### src/rtl/core/tto_pkg.sv
`timescale 1ns / 1ps

package tto_pkg;

  localparam int VERT_BITS  = 63;
  localparam int SLOT_BITS  = 21;
  localparam int COORD_BITS = 21;

  localparam logic [3:0] ALL_VERTS = 4'hF;

  // Chunk width of the pipelined multiplier.
  localparam int MUL_CHUNK = 23;

  // Register stages from the input register to the result stage.
  localparam int PIPE_STAGES = 17;
  localparam int FIFO_DEPTH  = 32;

  // Edge vectors of a tet: e(k) = v(EDGE_HI[k]) - v(EDGE_LO[k]).
  localparam int EDGE_HI [5] = '{1, 2, 3, 2, 3};
  localparam int EDGE_LO [5] = '{0, 0, 0, 1, 1};

  // Faces: normal = cross(e(FACE_U), e(FACE_V)), oriented against e(FACE_SIDE)
  // (or toward it), based at vertex FACE_BASE.
  localparam int FACE_U      [4] = '{1, 0, 2, 3};
  localparam int FACE_V      [4] = '{0, 2, 1, 4};
  localparam int FACE_SIDE   [4] = '{2, 1, 0, 0};
  localparam int FACE_TOWARD [4] = '{0, 0, 0, 1};
  localparam int FACE_BASE   [4] = '{0, 0, 0, 1};

  // Cyclic component order for the cross product.
  localparam int NEXT1 [3] = '{1, 2, 0};
  localparam int NEXT2 [3] = '{2, 0, 1};

  // Face pairs sharing an edge, in test order, and vertex pairs i < j.
  localparam int EDGE_F0 [6] = '{0, 0, 1, 0, 1, 2};
  localparam int EDGE_F1 [6] = '{1, 2, 2, 3, 3, 3};
  localparam int PAIR_I  [6] = '{0, 0, 0, 1, 1, 2};
  localparam int PAIR_J  [6] = '{1, 2, 3, 2, 3, 3};

endpackage

### src/rtl/core/tto_mul.sv
`timescale 1ns / 1ps

// Signed multiplier, sign-magnitude, chunked partial products, five stages.
module tto_mul #(
  parameter int WA = 8,
  parameter int WB = 8
) (
  input  logic                    clk,
  input  logic signed [WA-1:0]    a,
  input  logic signed [WB-1:0]    b,
  output logic signed [WA+WB-1:0] p
);

  localparam int K  = tto_pkg::MUL_CHUNK;
  localparam int NA = (WA + K - 1) / K;
  localparam int NB = (WB + K - 1) / K;
  localparam int RW = (NB + 1) * K;
  localparam int TW = (NA + NB) * K;
  localparam int PW = WA + WB;

  logic [WA-1:0]   abs_a;
  logic [WB-1:0]   abs_b;
  logic [NA*K-1:0] ma;
  logic [NB*K-1:0] mb;
  logic [2*K-1:0]  pp [NA][NB];
  logic [RW-1:0]   row_next [NA];
  logic [RW-1:0]   row [NA];
  logic [TW-1:0]   tot_next;
  logic [PW-1:0]   tot;
  logic [3:0]      sg;

  assign abs_a = a[WA-1] ? WA'(~a + 1'b1) : WA'(a);
  assign abs_b = b[WB-1] ? WB'(~b + 1'b1) : WB'(b);

  always_comb begin
    for (int i = 0; i < NA; i++) begin
      row_next[i] = '0;
      for (int j = 0; j < NB; j++) begin
        row_next[i] = row_next[i] + (RW'(pp[i][j]) << (K * j));
      end
    end
    tot_next = '0;
    for (int i = 0; i < NA; i++) begin
      tot_next = tot_next + (TW'(row[i]) << (K * i));
    end
  end

  always_ff @(posedge clk) begin
    ma <= (NA*K)'(abs_a);
    mb <= (NB*K)'(abs_b);
    sg <= {sg[2:0], a[WA-1] ^ b[WB-1]};
    for (int i = 0; i < NA; i++) begin
      for (int j = 0; j < NB; j++) begin
        pp[i][j] <= ma[i*K +: K] * mb[j*K +: K];
      end
    end
    row <= row_next;
    tot <= PW'(tot_next);
    p   <= sg[3] ? PW'(~tot + 1'b1) : tot;
  end

endmodule

### config.mk
export PLATFORM = sky130hd
export DESIGN_NAME = tto_mul
export DESIGN_NICKNAME = d
export VERILOG_FILES = /design/src/rtl/core/tto_pkg.sv /design/src/rtl/core/tto_mul.sv
export SDC_FILE = /design/constraint.sdc
export NUM_CORES = 1
export LEC_CHECK = 0
export ABC_CLOCK_PERIOD_IN_PS = 12600
export BUFFER_PORTS_ARGS = -buffer_cell sky130_fd_sc_hd__buf_2
export CORE_ASPECT_RATIO = 1.25
export CORE_MARGIN = 2
export CORE_UTILIZATION = 35
export CTS_BUF_LIST = sky130_fd_sc_hd__clkbuf_4 sky130_fd_sc_hd__clkbuf_8 sky130_fd_sc_hd__clkbuf_16
export DETAILED_ROUTE_END_ITERATION = 7
export PLACE_DENSITY = 0.62
export SETUP_SLACK_MARGIN = 0.05
export SYNTH_ARGS = -nofsm -noshare
export SYNTH_HDL_FRONTEND = slang
export SYNTH_SLANG_ARGS = --single-unit
### constraint.sdc
create_clock -name clk -period 12.6 [get_ports clk]
set_input_delay 1.89 -clock clk [delete_from_list [all_inputs] [get_ports clk]]
set_output_delay 1.89 -clock clk [all_outputs]
set_load 0.03 [all_outputs]
==> results list <==
- Status: completed
- At the end of the flow, the number of nets in the layout was 561.
- The synthesized design contains 0 enable-type register cells.
- Kind of critical path: reg -> reg
- Hold Path Stages: 0
* Flip-flop and latch count after synthesis: 84
- The tree is rooted in a sky130_fd_sc_hd__clkbuf_16.
- Yosys warning count: 0
* Post-DP HPWL: 6061 µm
* Final hold slack: 0.3226 ns
* Clock tree from TritonCTS: built
- Number of I/O port buffers: 32
* Crit path DAT: around 4.5 ns
- The number of cells on the worst reg-to-reg path is 14.
* Crit-path max cell delay: 0.55 ns
- Placed cell count: 626
- Deepest level of the CTS H-tree: 3
* Endpoint type of the worst setup path: register
- For this run the aggregate overflow at the end of global routing stands at 0.
- Dividing the detail-routed via count by the number of cells gives 4.469.
- For hold timing, the worst endpoint is tot[5].
- Number of standard cells after synthesis: 431
- For this configuration, the core starts out at a cell density of 35.62%.
* Fill count: 1231
- Before antenna repair, the detailed router went through 4 iterations.
* Antenna Nets Post-Route: 0
- After detailed routing, the total wire length is 7564 µm.
* Max-slew violation count: 0
- Multi-input gate area: 0.002574 mm²
* Required time of the critical path: 12.82 ns
* Count of clock tree sinks: 84
* Maximum fanout along the worst path: 8
- Setup Fix Bufs, Post-CTS: 0
* Num rows: 46
* Area grow syn2layout: 14.66%
- For this run, asynchronously set or reset flops after synthesis account for 0%.
- Overall fraction of global-route tracks in use: around an eighth
- Overall die width: 105.3 µm
- The cell that appears most often on the critical path is sky130_fd_sc_hd__fa_1.
* Number of unique standard cell types used by synthesis: 45
* Worst reg2reg startpoint: mb[7]
- In this run the tightest slew margin relative to its limit is 64.86%.
* Flip-flop and latch area: 0.001682 mm²
- The core region is 0.01260 mm².
- Sequential-to-total area share from yosys stat: a little under two fifths
* Diodes inserted: 0
* FMAX: 236.2 MHz
* Fraction of final layout cells with drive strength greater than 1: 12.03%
- Ordered list of cells on the worst path: nand2_1 -> fa_1 -> fa_1 -> inv_1 -> fa_1 -> inv_1 -> fa_1 -> inv_1 -> ha_1 -> o21a_1 -> o31a_4 -> o311ai_1 -> nand4b_1 -> o311ai_0
- In this run the critical register-to-register path is captured at pp[0][13].
- After clock tree synthesis, the clock-pin slew on the worst setup and hold paths is 0.06 ns.
- A synthesized cell averages about 10 µm².
* Routed length per instance: 11.78 µm
* Synth Cell Area: 0.004489 mm²
- Clock latency on the worst-skew pair: 0.33 ns
* Number of antenna violations at the first check in global routing: 0
- Setup violations remaining at the end of the flow were counted as 0.
* Transition at the pin with the smallest max-transition slack: between 0.5 and 0.6 ns
* Leakage Power: 2.406 nW
- Among all stages on the critical path, the largest delay is contributed by sky130_fd_sc_hd__fa_1.
* Global-route wire length before repair: 13020 µm
* Area of the die: 0.01375 mm²
- Flop-to-flop setup slack: 8.37 ns
* Unrepaired setup endpoints after global routing: false
* Routability-driven placement congestion ratio: 0.8641
- Entering global routing, the biggest net connects 17 pins.
- The tightest min-delay check is of the reg -> reg type.
* Synth Net Count: 523
* CTS Hold Buffers Added: 0
- In this run the count of I/O pins placed on the die edge is 33.
* Maximum VDD drop: 0.0001096 V
- The via count of the first global-routing pass is 2950.
- In this run the vertical extent of the chip is 130.6 µm.
- Most used flip-flop cell after synthesis: sky130_fd_sc_hd__dfxtp_1
* Number of remaining DRC errors: 0
- Number of endpoints with negative hold slack in the final report: 0
- Maximum clock skew at final layout: 0.004169 ns
- Cell area after placement: 0.004840 mm²
* Final design area excluding fillers: 0.005147 mm²
- Power spread over the standard cell area amounts to between 200 and 250 mW/mm².
- Post-Route Setup TNS: 0 ns
- Number of violations of the max-capacitance limit: 0
* Starting DRC count in detailed routing: 73
- Clock buffer count from CTS: 9
- The routed design could run at a clock period as short as 4.234 ns.
* Startpoint types: register
- Tot Pwr: about 1.1 mW
- The startpoint identified for the worst hold timing path is row[5].
- The longest clock path from root to sink contains 2 buffers.
* Crit share post-route: 33.60%
* Number of standard cells in the final layout excluding fillers: 642
- Total vias in the final route: 2869
* Resized Gates After CTS: 0
-- report_power, final --
group / total (mW) / switching (mW) / internal, mW
Combinational: 0.460 / 0.266 / 0.194
Clock: 0.261 / 0.0992 / 0.162
Sequential: 0.403 / 0.0442 / 0.359
-- through the flow --
stage,setup slack (ns),utilization (%)
2_1_floorplan,8.599,-
3_3_place_gp,8.392,38.40
3_5_place_dp,8.349,38.40
4_1_cts,8.340,40.84
5_1_grt,8.147,40.84
6_report,8.366,40.84
-- layer usage --
layer | track usage (%) | vias to the layer above | wire length, µm
li1 | - | 1475 | -
met1 | 13.65 | 1333 | 3376
met3 | 2.530 | 12 | 213
met4 | 4.784 | 0 | 167
met2 | 21.48 | 49 | 3806
met5 | 0 | - | 0
-- critical path: cells and delay by family, from the launching register on --
| family | cells | cell delay (ns) |
|---|---|---|
| simple gates | 2 | 0.27 |
| buf+inv | 3 | 0.15 |
| compound gates | 4 | 0.75 |
| fa+ha+maj | 5 | 2.45 |
| flops | 1 | 0.49 |
-- logic make-up after synthesis --
logic type | after synthesis | share of synthesized area (%)
mux | 1 | 0.2230
fa+ha+maj | 75 | 26.92
xor+xnor | 30 | 5.853
simple gates | 122 | 15.11
buf+inv | 62 | 5.212
flops | 84 | 37.46
compound gates | 57 | 9.226
-- synth_stat cells (6+ instances only) --
cell | number | area share [%]
sky130_fd_sc_hd__nor3_1 | 6 | 0.67
sky130_fd_sc_hd__ha_1 | 39 | 11
sky130_fd_sc_hd__fa_1 | 36 | 16
sky130_fd_sc_hd__inv_1 | 57 | 4.8
sky130_fd_sc_hd__xnor2_1 | 21 | 4.1
sky130_fd_sc_hd__o21ai_0 | 18 | 2.0
sky130_fd_sc_hd__nand2_1 | 33 | 2.8
sky130_fd_sc_hd__a21oi_1 | 8 | 0.89
sky130_fd_sc_hd__or3_1 | 6 | 0.84
sky130_fd_sc_hd__nor2_1 | 9 | 0.75
sky130_fd_sc_hd__xor2_1 | 9 | 1.8
sky130_fd_sc_hd__dfxtp_1 | 84 | 37
sky130_fd_sc_hd__nand2b_1 | 7 | 0.98
sky130_fd_sc_hd__and2_1 | 49 | 6.8
-- area by class of cell --
type,instances,area share [%]
Multi-Input combinational cell,285,50.00
Sequential cell,84,32.67
Clock buffer,11,4.789
Inverter,57,4.157
Tap cell,168,4.084
Timing Repair Buffer,32,3.111
Clock inverter,5,1.191
-- placed cells by master (no fill, tap or decap), types with 2 or more instances in the layout --
master	instances
sky130_fd_sc_hd__dfxtp_1	84
sky130_fd_sc_hd__inv_1	57
sky130_fd_sc_hd__and2_1	49
sky130_fd_sc_hd__ha_1	39
sky130_fd_sc_hd__fa_1	36
sky130_fd_sc_hd__nand2_1	33
sky130_fd_sc_hd__buf_2	32
sky130_fd_sc_hd__xnor2_1	21
sky130_fd_sc_hd__o21ai_0	18
sky130_fd_sc_hd__nor2_1	9
sky130_fd_sc_hd__xor2_1	9
sky130_fd_sc_hd__clkbuf_16	9
sky130_fd_sc_hd__a21oi_1	8
sky130_fd_sc_hd__nand2b_1	7
sky130_fd_sc_hd__nor3_1	6
sky130_fd_sc_hd__or3_1	6
sky130_fd_sc_hd__o31ai_1	5
sky130_fd_sc_hd__a21o_1	4
sky130_fd_sc_hd__a21boi_0	4
sky130_fd_sc_hd__o21a_1	3
sky130_fd_sc_hd__clkinv_4	3
sky130_fd_sc_hd__a21oi_2	2
sky130_fd_sc_hd__a211oi_1	2
sky130_fd_sc_hd__nor4b_1	2
-- how the worst max path moves through the flow --
stage	from	slack (ns)	to
floorplan	mb[7]	8.60	pp[0][12]
global placement	mb[5]	8.39	pp[0][12]
detailed placement	mb[7]	8.35	pp[0][13]
CTS	mb[7]	8.34	pp[0][13]
global route	mb[7]	8.15	pp[0][13]
finish	mb[7]	8.37	pp[0][13]
-- state kept, by name, indices dropped and copies added (netlist names) --
name,cells
sg,4
tot,16
row,16
p,16
ma,8
mb,8
pp,16
No activity file was read; power rests on OpenSTA's default activity.
